$ cat src/hw/rtl/pad_pkg.sv
// Shared types and constants of the payload archive deframer.
package pad_pkg;

   localparam int unsigned MAX_FILES_WIDTH = 20;
   localparam int unsigned MAX_NAME_WIDTH  = 12;
   localparam int unsigned CSR_DATA_WIDTH  = 20;

   localparam logic [MAX_FILES_WIDTH-1:0] MAX_FILES_RESET = 20'd200000;
   localparam logic [MAX_NAME_WIDTH-1:0]  MAX_NAME_RESET  = 12'd1024;

   localparam logic CSR_MAX_FILE_COUNT  = 1'b0;
   localparam logic CSR_MAX_NAME_LENGTH = 1'b1;

   localparam logic [7:0] MAGIC_BYTES [8] = '{8'h4C, 8'h42, 8'h50, 8'h41,
                                              8'h59, 8'h4C, 8'h44, 8'h31};
   localparam logic [7:0] CHAR_SLASH     = 8'h2F;
   localparam logic [7:0] CHAR_BACKSLASH = 8'h5C;

   localparam logic [1:0] KIND_NAME  = 2'd0;
   localparam logic [1:0] KIND_DATA  = 2'd1;
   localparam logic [1:0] KIND_EMPTY = 2'd2;
   localparam logic [1:0] KIND_ERROR = 2'd3;

   localparam logic [3:0] ERR_BAD_MAGIC      = 4'd0;
   localparam logic [3:0] ERR_SHORT_COUNT    = 4'd1;
   localparam logic [3:0] ERR_COUNT_TOO_BIG  = 4'd2;
   localparam logic [3:0] ERR_SHORT_NAME_LEN = 4'd3;
   localparam logic [3:0] ERR_SHORT_DATA_LEN = 4'd4;
   localparam logic [3:0] ERR_BAD_NAME_LEN   = 4'd5;
   localparam logic [3:0] ERR_SHORT_NAME     = 4'd6;
   localparam logic [3:0] ERR_BAD_NAME_CHAR  = 4'd7;
   localparam logic [3:0] ERR_SHORT_DATA     = 4'd8;

   typedef enum logic [2:0] {
      PH_MAGIC   = 3'd0,
      PH_COUNT   = 3'd1,
      PH_NAMELEN = 3'd2,
      PH_DATALEN = 3'd3,
      PH_NAME    = 3'd4,
      PH_DATA    = 3'd5,
      PH_DONE    = 3'd6,
      PH_ERROR   = 3'd7
   } phase_type;

   typedef struct packed {
      logic [7:0] in_byte;
      logic       stream_end;
   } item_type;

   typedef struct packed {
      logic [1:0]  kind;
      logic [7:0]  out_byte;
      logic [19:0] entry_index;
      logic        last_of_entry;
      logic        last_of_image;
      logic [3:0]  error_code;
   } result_type;

endpackage

$ cat src/hw/rtl/pad_in_reg.sv
// Input register stage that holds one accepted stream transaction.
module pad_in_reg
   import pad_pkg::*;
(
   input  logic     clock,
   input  logic     reset,
   input  logic     req_valid,
   output logic     req_ready,
   input  item_type req_item,
   input  logic     advance,
   output logic     item_valid,
   output item_type item
);

   logic     valid_ff;
   logic     valid_in;
   item_type item_ff;

   assign req_ready  = !valid_ff || advance;
   assign item_valid = valid_ff;
   assign item       = item_ff;

   always_comb begin
      if (req_valid && req_ready) begin
         valid_in = 1'b1;
      end else if (advance) begin
         valid_in = 1'b0;
      end else begin
         valid_in = valid_ff;
      end
   end

   always_ff @(posedge clock) begin
      if (reset) begin
         valid_ff <= 1'b0;
      end else begin
         valid_ff <= valid_in;
      end
   end

   always_ff @(posedge clock) begin
      if (req_valid && req_ready) begin
         item_ff <= req_item;
      end
   end

endmodule

$ cat src/hw/rtl/pad_parser.sv
// Parser state, limit registers and the per-byte decode of the archive image.
module pad_parser
   import pad_pkg::*;
(
   input  logic                      clock,
   input  logic                      reset,
   input  logic                      csr_we,
   input  logic                      csr_index,
   input  logic [CSR_DATA_WIDTH-1:0] csr_data,
   input  logic                      fire,
   input  item_type                  item,
   output logic                      res_valid,
   output result_type                res
);

   logic [MAX_FILES_WIDTH-1:0] max_files_ff;
   logic [MAX_NAME_WIDTH-1:0]  max_name_ff;

   phase_type   phase_ff, phase_in;
   logic [2:0]  pos_ff, pos_in;
   logic [63:0] asm_ff, asm_in;
   logic [19:0] files_left_ff, files_left_in;
   logic [19:0] entry_ff, entry_in;
   logic [11:0] name_left_ff, name_left_in;
   logic [63:0] data_left_ff, data_left_in;
   logic        name_bad_ff, name_bad_in;
   logic        name_term_ff, name_term_in;
   logic        magic_bad_ff, magic_bad_in;

   logic [7:0]  b;
   logic [63:0] asm_next;
   logic        bad;
   logic        count_over;
   logic        name_size_bad;
   logic [11:0] name_left_dec;
   logic [63:0] data_left_dec;
   logic [19:0] files_left_dec;

   assign b              = item.in_byte;
   assign asm_next       = {b, asm_ff[63:8]};
   assign count_over     = (asm_next[63:MAX_FILES_WIDTH] != '0) ||
                           (asm_next[MAX_FILES_WIDTH-1:0] > max_files_ff);
   assign name_size_bad  = (asm_next == 64'd0) ||
                           (asm_next[63:MAX_NAME_WIDTH] != '0) ||
                           (asm_next[MAX_NAME_WIDTH-1:0] > max_name_ff);
   assign name_left_dec  = name_left_ff - 12'd1;
   assign data_left_dec  = data_left_ff - 64'd1;
   assign files_left_dec = files_left_ff - 20'd1;

   always_ff @(posedge clock) begin
      if (reset) begin
         max_files_ff <= MAX_FILES_RESET;
         max_name_ff  <= MAX_NAME_RESET;
      end else if (csr_we) begin
         unique case (csr_index)
            CSR_MAX_FILE_COUNT:  max_files_ff <= csr_data[MAX_FILES_WIDTH-1:0];
            CSR_MAX_NAME_LENGTH: max_name_ff  <= csr_data[MAX_NAME_WIDTH-1:0];
            default: ;
         endcase
      end
   end

   always_comb begin
      phase_in      = phase_ff;
      pos_in        = pos_ff;
      asm_in        = asm_ff;
      files_left_in = files_left_ff;
      entry_in      = entry_ff;
      name_left_in  = name_left_ff;
      data_left_in  = data_left_ff;
      name_bad_in   = name_bad_ff;
      name_term_in  = name_term_ff;
      magic_bad_in  = magic_bad_ff;
      bad           = 1'b0;
      res_valid     = 1'b0;
      res           = '0;
      res.entry_index = entry_ff;

      if (fire && phase_ff != PH_DONE && phase_ff != PH_ERROR) begin
         if (item.stream_end) begin
            phase_in  = PH_ERROR;
            res_valid = 1'b1;
            res.kind  = KIND_ERROR;
            unique case (phase_ff)
               PH_MAGIC:   res.error_code = ERR_BAD_MAGIC;
               PH_COUNT:   res.error_code = ERR_SHORT_COUNT;
               PH_NAMELEN: res.error_code = ERR_SHORT_NAME_LEN;
               PH_DATALEN: res.error_code = ERR_SHORT_DATA_LEN;
               PH_NAME:    res.error_code = ERR_SHORT_NAME;
               default:    res.error_code = ERR_SHORT_DATA;
            endcase
         end else begin
            unique case (phase_ff)
               PH_MAGIC: begin
                  bad          = magic_bad_ff || (b != MAGIC_BYTES[pos_ff]);
                  magic_bad_in = bad;
                  pos_in       = pos_ff + 3'd1;
                  if (pos_ff == 3'd7) begin
                     if (bad) begin
                        phase_in       = PH_ERROR;
                        res_valid      = 1'b1;
                        res.kind       = KIND_ERROR;
                        res.error_code = ERR_BAD_MAGIC;
                     end else begin
                        phase_in = PH_COUNT;
                        asm_in   = 64'd0;
                     end
                  end
               end
               PH_COUNT, PH_NAMELEN, PH_DATALEN: begin
                  asm_in = asm_next;
                  pos_in = pos_ff + 3'd1;
                  if (pos_ff == 3'd7) begin
                     if (phase_ff == PH_COUNT) begin
                        if (count_over) begin
                           phase_in       = PH_ERROR;
                           res_valid      = 1'b1;
                           res.kind       = KIND_ERROR;
                           res.error_code = ERR_COUNT_TOO_BIG;
                        end else begin
                           files_left_in = asm_next[19:0];
                           if (asm_next[19:0] == 20'd0) begin
                              phase_in          = PH_DONE;
                              res_valid         = 1'b1;
                              res.kind          = KIND_EMPTY;
                              res.entry_index   = 20'd0;
                              res.last_of_image = 1'b1;
                           end else begin
                              phase_in = PH_NAMELEN;
                           end
                        end
                     end else if (phase_ff == PH_NAMELEN) begin
                        name_bad_in  = name_size_bad;
                        name_left_in = asm_next[11:0];
                        phase_in     = PH_DATALEN;
                     end else begin
                        if (name_bad_ff) begin
                           phase_in       = PH_ERROR;
                           res_valid      = 1'b1;
                           res.kind       = KIND_ERROR;
                           res.error_code = ERR_BAD_NAME_LEN;
                        end else begin
                           data_left_in = asm_next;
                           name_term_in = 1'b0;
                           pos_in       = 3'd0;
                           phase_in     = PH_NAME;
                        end
                     end
                  end
               end
               PH_NAME: begin
                  bad = name_bad_ff;
                  if (!name_term_ff) begin
                     if (b == 8'd0) begin
                        if (pos_ff == 3'd0) begin
                           bad = 1'b1;
                        end
                        name_term_in = 1'b1;
                     end else if (b == CHAR_SLASH || b == CHAR_BACKSLASH) begin
                        bad = 1'b1;
                     end
                  end
                  name_bad_in  = bad;
                  pos_in       = 3'd1;
                  name_left_in = name_left_dec;
                  res_valid    = 1'b1;
                  res.kind     = KIND_NAME;
                  res.out_byte = b;
                  if (name_left_dec == 12'd0) begin
                     if (bad) begin
                        phase_in       = PH_ERROR;
                        res.kind       = KIND_ERROR;
                        res.out_byte   = 8'd0;
                        res.error_code = ERR_BAD_NAME_CHAR;
                     end else if (data_left_ff == 64'd0) begin
                        res.last_of_entry = 1'b1;
                        entry_in          = entry_ff + 20'd1;
                        files_left_in     = files_left_dec;
                        pos_in            = 3'd0;
                        if (files_left_dec == 20'd0) begin
                           phase_in          = PH_DONE;
                           res.last_of_image = 1'b1;
                        end else begin
                           phase_in = PH_NAMELEN;
                        end
                     end else begin
                        phase_in = PH_DATA;
                     end
                  end
               end
               default: begin
                  data_left_in = data_left_dec;
                  res_valid    = 1'b1;
                  res.kind     = KIND_DATA;
                  res.out_byte = b;
                  if (data_left_dec == 64'd0) begin
                     res.last_of_entry = 1'b1;
                     entry_in          = entry_ff + 20'd1;
                     files_left_in     = files_left_dec;
                     pos_in            = 3'd0;
                     if (files_left_dec == 20'd0) begin
                        phase_in          = PH_DONE;
                        res.last_of_image = 1'b1;
                     end else begin
                        phase_in = PH_NAMELEN;
                     end
                  end
               end
            endcase
         end
      end
   end

   always_ff @(posedge clock) begin
      if (reset) begin
         phase_ff      <= PH_MAGIC;
         pos_ff        <= 3'd0;
         asm_ff        <= 64'd0;
         files_left_ff <= 20'd0;
         entry_ff      <= 20'd0;
         name_left_ff  <= 12'd0;
         data_left_ff  <= 64'd0;
         name_bad_ff   <= 1'b0;
         name_term_ff  <= 1'b0;
         magic_bad_ff  <= 1'b0;
      end else begin
         phase_ff      <= phase_in;
         pos_ff        <= pos_in;
         asm_ff        <= asm_in;
         files_left_ff <= files_left_in;
         entry_ff      <= entry_in;
         name_left_ff  <= name_left_in;
         data_left_ff  <= data_left_in;
         name_bad_ff   <= name_bad_in;
         name_term_ff  <= name_term_in;
         magic_bad_ff  <= magic_bad_in;
      end
   end

endmodule

$ cat src/hw/rtl/pad_out_reg.sv
// Result register that holds one result transaction until it is taken.
module pad_out_reg
   import pad_pkg::*;
(
   input  logic       clock,
   input  logic       reset,
   input  logic       fire,
   input  logic       res_valid,
   input  result_type res,
   output logic       advance,
   output logic       rsp_valid,
   input  logic       rsp_ready,
   output result_type rsp
);

   logic       valid_ff;
   logic       valid_in;
   result_type rsp_ff;

   assign advance   = !valid_ff || rsp_ready;
   assign rsp_valid = valid_ff;
   assign rsp       = rsp_ff;

   always_comb begin
      if (advance) begin
         valid_in = fire && res_valid;
      end else begin
         valid_in = valid_ff;
      end
   end

   always_ff @(posedge clock) begin
      if (reset) begin
         valid_ff <= 1'b0;
      end else begin
         valid_ff <= valid_in;
      end
   end

   always_ff @(posedge clock) begin
      if (fire && res_valid) begin
         rsp_ff <= res;
      end
   end

endmodule

$ cat src/hw/rtl/payload_archive_deframer.sv
// Top level of the payload archive deframer.
//
//   Channel   Direction  Handshake              Payload
//   req       in         req_valid/req_ready    in_byte, stream_end
//   rsp       out        rsp_valid/rsp_ready    kind, out_byte, entry_index, last flags, error
//   csr       in         csr_we                 csr_index, csr_data
//
// One image byte is taken per cycle while the result side does not stall; each transaction
// passes from the input register through the parser into the result register.
// The parser state advances in the same cycle that a transaction leaves the input register.
// Reset is synchronous and restores the limit registers and the magic phase.
// A stalled result register holds the input register, which then backs up the request side.
module payload_archive_deframer
   import pad_pkg::*;
(
   input  logic                      clock,
   input  logic                      reset,
   input  logic                      req_valid,
   output logic                      req_ready,
   input  logic [7:0]                req_in_byte,
   input  logic                      req_stream_end,
   output logic                      rsp_valid,
   input  logic                      rsp_ready,
   output logic [1:0]                rsp_kind,
   output logic [7:0]                rsp_out_byte,
   output logic [19:0]               rsp_entry_index,
   output logic                      rsp_last_of_entry,
   output logic                      rsp_last_of_image,
   output logic [3:0]                rsp_error_code,
   input  logic                      csr_we,
   input  logic                      csr_index,
   input  logic [CSR_DATA_WIDTH-1:0] csr_data
);

   item_type   req_item;
   item_type   item;
   logic       item_valid;
   logic       advance;
   logic       fire;
   logic       res_valid;
   result_type res;
   result_type rsp;

   assign req_item.in_byte    = req_in_byte;
   assign req_item.stream_end = req_stream_end;
   assign fire                = item_valid && advance;

   pad_in_reg u_in_reg (
      .clock      (clock),
      .reset      (reset),
      .req_valid  (req_valid),
      .req_ready  (req_ready),
      .req_item   (req_item),
      .advance    (advance),
      .item_valid (item_valid),
      .item       (item)
   );

   pad_parser u_parser (
      .clock     (clock),
      .reset     (reset),
      .csr_we    (csr_we),
      .csr_index (csr_index),
      .csr_data  (csr_data),
      .fire      (fire),
      .item      (item),
      .res_valid (res_valid),
      .res       (res)
   );

   pad_out_reg u_out_reg (
      .clock     (clock),
      .reset     (reset),
      .fire      (fire),
      .res_valid (res_valid),
      .res       (res),
      .advance   (advance),
      .rsp_valid (rsp_valid),
      .rsp_ready (rsp_ready),
      .rsp       (rsp)
   );

   assign rsp_kind          = rsp.kind;
   assign rsp_out_byte      = rsp.out_byte;
   assign rsp_entry_index   = rsp.entry_index;
   assign rsp_last_of_entry = rsp.last_of_entry;
   assign rsp_last_of_image = rsp.last_of_image;
   assign rsp_error_code    = rsp.error_code;

endmodule

$ cat config.mk
export PLATFORM = sky130hd
export DESIGN_NAME = payload_archive_deframer
export DESIGN_NICKNAME = d
export VERILOG_FILES = /design/src/hw/rtl/pad_pkg.sv /design/src/hw/rtl/pad_in_reg.sv /design/src/hw/rtl/pad_parser.sv /design/src/hw/rtl/pad_out_reg.sv /design/src/hw/rtl/payload_archive_deframer.sv
export SDC_FILE = /design/constraint.sdc
export NUM_CORES = 1
export LEC_CHECK = 0
export ABC_AREA = 1
export BUFFER_PORTS_ARGS = -buffer_cell sky130_fd_sc_hd__buf_2
export CAP_MARGIN = 0
export CORE_MARGIN = 2
export CORE_UTILIZATION = 56
export CTS_CLUSTER_SIZE = 14
export DETAILED_ROUTE_END_ITERATION = 6
export GPL_TIMING_DRIVEN = 1
export PLACE_DENSITY = 0.75
export SLEW_MARGIN = 20
export SYNTH_ARGS = -nofsm -noshare
export SYNTH_HDL_FRONTEND = slang
export SYNTH_HIERARCHICAL = 1
export SYNTH_SLANG_ARGS = --single-unit
$ cat constraint.sdc
create_clock -name clock -period 3.07 [get_ports clock]
set_input_delay 0 -clock clock [delete_from_list [all_inputs] [get_ports clock]]
set_output_delay 0 -clock clock [all_outputs]
set_load 0.01 [all_outputs]
==> results summary <==
The flow ran to the end, and the final reports show no timing, DRC or antenna violations. The worst setup timing slack at the placement stage is ~0.043 ns. The worst-case clock buffer depth is 3. In this run, synthesis inferred 45 flip-flops with an integrated enable. The area used by multi-input combinational logic came out at roughly 8500 um^2. In the final routed layout, each cell accounts on average for 18.0 um. The worst setup path is of the reg -> reg kind.

Per report_power, the clock group accounts for 40.3% of the total. The slew of the pin with the lowest slew margin came out at 0.944 ns. The net count after synthesis came out at 2,292.

The HPWL after detailed placement is approximately 35,000 um. The die is 169 um wide. The average via count per standard cell is slightly below 6.

The detailed-route wire length came out at 48,800 um. The detailed router finished its first iteration with ~1,600 violations. The cell area after synthesis came out at 15,200 um^2. The number of antenna violations at the first check in global routing came out at 0. The residual overflow from global routing is 0.

For this run, the leading register cell type out of synthesis is dfxtp_1. Across the routed clock network, the largest skew measured is 0.0191 ns. The fraction of the mapped netlist area in adder cells came out at roughly 3.8%. For this design the total switching power over the nets is 2.57 mW. STA classifies the critical path startpoint as a flop. The count of warnings emitted by yosys came out at 6. The tool flagged a number of max-cap violations equal to 0. The layer flagged by global routing as most heavily used is met2. The share of the synthesized netlist area taken by xor and xnor gates is 3.40%.

In the synthesized netlist, the cells that appear most often are nand2_1 (494), nor2_1 (351), dfxtp_1 (215), inv_1 (212), o21ai_0 (203). The area share of the largest cell type after synthesis is 28.3%. The row count is 60.

The number of sinks handled by clock tree synthesis came out at 260. For the worst setup path, the data required time is 3.35 ns. The global-route wire length before repair came out at about 77,000 um. The portion of the post-synthesis area used by sequential elements is 37.2%. The met2 track utilization from global routing is 56.3%.

In this run the count of I/O pins placed on the die edge is 73. The slack of the critical path came out at ~0.10 ns. Headroom to the max-slew limit came out at 37.1%. The distinct cell type count after synthesis is 53. The number of nets in the finished design is 2,432. The global-route usage over all layers is ~33%.

The layout has 2,382 filler cells. Yosys instantiated no cell more often than nand2_1. The part of the total power dissipated in sequential elements is 41.2%.

The last weighted congestion value of the routability-driven placer is 1.01. The met3 track demand over resource in global routing came out at under 10%. The number of endpoints failing setup at the final stage is 0. The count of buffers added on input and output ports is 72. The switching fraction of total power is between 20% and 30%. The cell sitting at the root of the clock tree is a clkbuf_16. The data arrival at the endpoint of the critical path is 3.25 ns.

The maximum ir drop on the vdd rail is 493 uV. The region available for standard cell placement spans 26,800 um^2. The minimum period implied by the final worst setup slack is roughly 3.0 ns.

The power density over cell area is 487 nW/um^2. For this design the static power due to leakage is 8.31 nW. The share of layout cells above drive strength 1 is between 10% and 20%. The number of diodes came out at 0. The count of final max-slew check failures is 0. Excluding fillers, the count of instances in the completed layout stands at 2,714. The highest net fanout along the worst path is 5. The largest total area in the synthesized netlist belongs to dfxtp_1.

From bottom edge to top edge, the die measures 169 um. In the finished design, the share of the clock period the worst path needs comes to 96.7%. Entering global routing, the biggest net connects 108 pins. The combinational share of power came out at 18.5%. The share of cell area taken by muxes after synthesis is 0%. Synthesis inferred 260 register bits. The maximum clock rate came out at 0.337 GHz. The area growth from synthesis to layout is 17.7%. The worst setup path is captured at a flop. The final count of hold timing violations is 0. Summing over every cut layer, the via total after detailed routing is 15,600. The number of global-route vias before repair is 14,900. The count of antenna-violating nets left after detailed routing came out at 0. The count of placed standard cells including taps came out at 2,606. The flip-flop and latch area is about 5700 um^2. The clock transition at the registers of the reported paths came out at 0.06 ns. Synthesis produced a netlist whose cell count is 2,211. The dominant combinational cell family by area after synthesis is simple AND/OR/NAND/NOR gates.

The clock insertion delay at the later pin of the skew report came out at 0.57 ns. The die footprint came out at 28,400 um^2. The number of levels the H-tree was split into came out at 1.

The number of detailed-route iterations in the first pass is 5. Ranked by total cell area, the synthesized netlist is headed by dfxtp_1 (28%), nand2_1 (12%), edfxtp_1 (8.9%). Clock tree synthesis inserted a total of 29 buffers.

Once the floorplan was initialized, standard cells occupied 56.7% of the core. The remaining design rule violation count is 0. The internal cell power came out at ~6 mW. The synthesized-area fraction occupied by ao, oa, aoi and oai cells is 17.1%. The final standard cell utilization of the core came out at 66.7%. The share of flip-flops with an asynchronous set or reset after synthesis came out at 0%.

The mean instance size in the synthesized netlist is 6.87 um^2. The global-route track usage on met1 is 43.0%. The basic-gate share of the synthesized area counting and, or, nand and nor cells is about 31%. TritonCTS built the clock tree. The path class of the tightest hold or removal check is in -> reg.
-- registers in the layout (all words and copies together), names as in the netlist --
register / count
u_parser/data_left_ff: 64
u_parser/asm_ff: 56
u_out_reg/rsp: 36
u_parser/entry_ff: 20
u_parser/files_left_ff: 20
u_parser/max_files_ff: 20
u_parser/max_name_ff: 12
u_parser/name_left_ff: 12
u_in_reg/item: 9
u_parser/phase_ff: 3
u_parser/pos_ff: 3
u_in_reg/item_valid: 1
u_out_reg/rsp_valid: 1
u_parser/magic_bad_ff: 1
u_parser/name_bad_ff: 1
u_parser/name_term_ff: 1
-- area by class of cell --
| cell class | instances | area share, % |
|---|---|---|
| clock buffers | 41 | 4.49 |
| clock inverters | 12 | 0.847 |
| inverters | 219 | 4.64 |
| multi-input cells | 1650 | 47.7 |
| flip-flops and latches | 260 | 31.6 |
| well taps | 341 | 2.39 |
| repair buffers | 191 | 8.27 |
-- cells in the final DEF, fill, tap and decap left out, types with 26 or more instances in the layout --
cell,Yosys,layout
dlygate4sd3_1,0,46
xor2_1,42,42
edfxtp_1,45,45
clkbuf_16,0,33
nand2_1,494,488
a31oi_1,51,51
dfxtp_1,215,215
buf_2,10,72
nor2_1,351,339
o21ai_0,203,199
ha_1,46,45
buf_4,0,65
nand3_1,48,46
nor3_1,33,32
a21oi_1,159,159
nand4_1,32,32
nand3b_1,26,26
inv_1,212,208
-- timing repair --
action | 4_1_cts | 5_1_grt
resized for setup | 0 | 44
endpoints found under the hold margin | 47 | 0
endpoints found under the setup margin | 0 | 111
hold buffers | 46 | 0
buffers inserted | 0 | 4
-- layer usage --
layer  wire (um)  vias up
li1            -     7616
met1       20500     7294
met2       23000      597
met3        3110      142
met4        2250        0
met5           0        -
-- path summary, 6_finish.rpt --
check                                          startpoint                      end  slack (ns)  depth (start not counted)
worst min register to register    u_parser/max_name_ff[5]  u_parser/max_name_ff[5]        0.46                          2
worst max register to register  u_parser/max_files_ff[17]         u_out_reg/rsp[4]        0.10                         20
worst max-delay path            u_parser/max_files_ff[17]         u_out_reg/rsp[4]        0.10                         20
worst min-delay path                       req_in_byte[4]         u_in_reg/item[5]        0.15                          2
-- power by group through the flow --
stage / Sequential, mW / Clock, mW / Combinational, mW
2_1_floorplan: 3.64 / 0 / 1.02
3_3_place_gp: 3.65 / 0 / 1.46
3_5_place_dp: 3.65 / 0 / 1.48
4_1_cts: 3.58 / 3.56 / 1.54
5_1_grt: 3.58 / 3.69 / 1.78
6_report: 3.58 / 3.51 / 1.61
-- worst max-delay path, stage by stage, from the launching register on --
cell and delay [ns]:
dfxtp_1 0.32, inv_1 0.06, ha_1 0.29, nand2_1 0.07, nor2_2 0.14, nand2_2 0.09
nor4_4 0.29, nand2_1 0.12, nand3_1 0.11, nand2_2 0.09, nand2_1 0.08, buf_4 0.10
inv_1 0.05, nand3_2 0.08, nand2_1 0.06, inv_1 0.08, nand2_1 0.07, a41oi_2 0.18
nand2_2 0.11, clkinv_4 0.12, clkbuf_16 0.17
-- logic make-up (layout without fill, tap and decap cells) --
kind of cell | count (synthesis) | count (layout)
AO/OA/AOI/OAI | 477 | 477
XOR/XNOR | 59 | 59
adder cells (fa/ha/maj) | 46 | 46
buffers and inverters | 301 | 463
flip-flops | 260 | 260
AND/OR/NAND/NOR | 1068 | 1068
-- per-stage QoR --
stage                     power (mW)  hold WS (ns)  instance area (um^2)  TNS (ns)
after CTS                       8.67         0.134                 17600         0
after global placement          5.11         0.177                 16200         0
after detailed placement        5.13         0.179                 16200         0
final                           8.70         0.152                 17900         0
after floorplan                 4.66        0.0624                 15200         0
after global routing            9.05         0.154                 17900     -1.86
(Power assumes the default switching activity.)
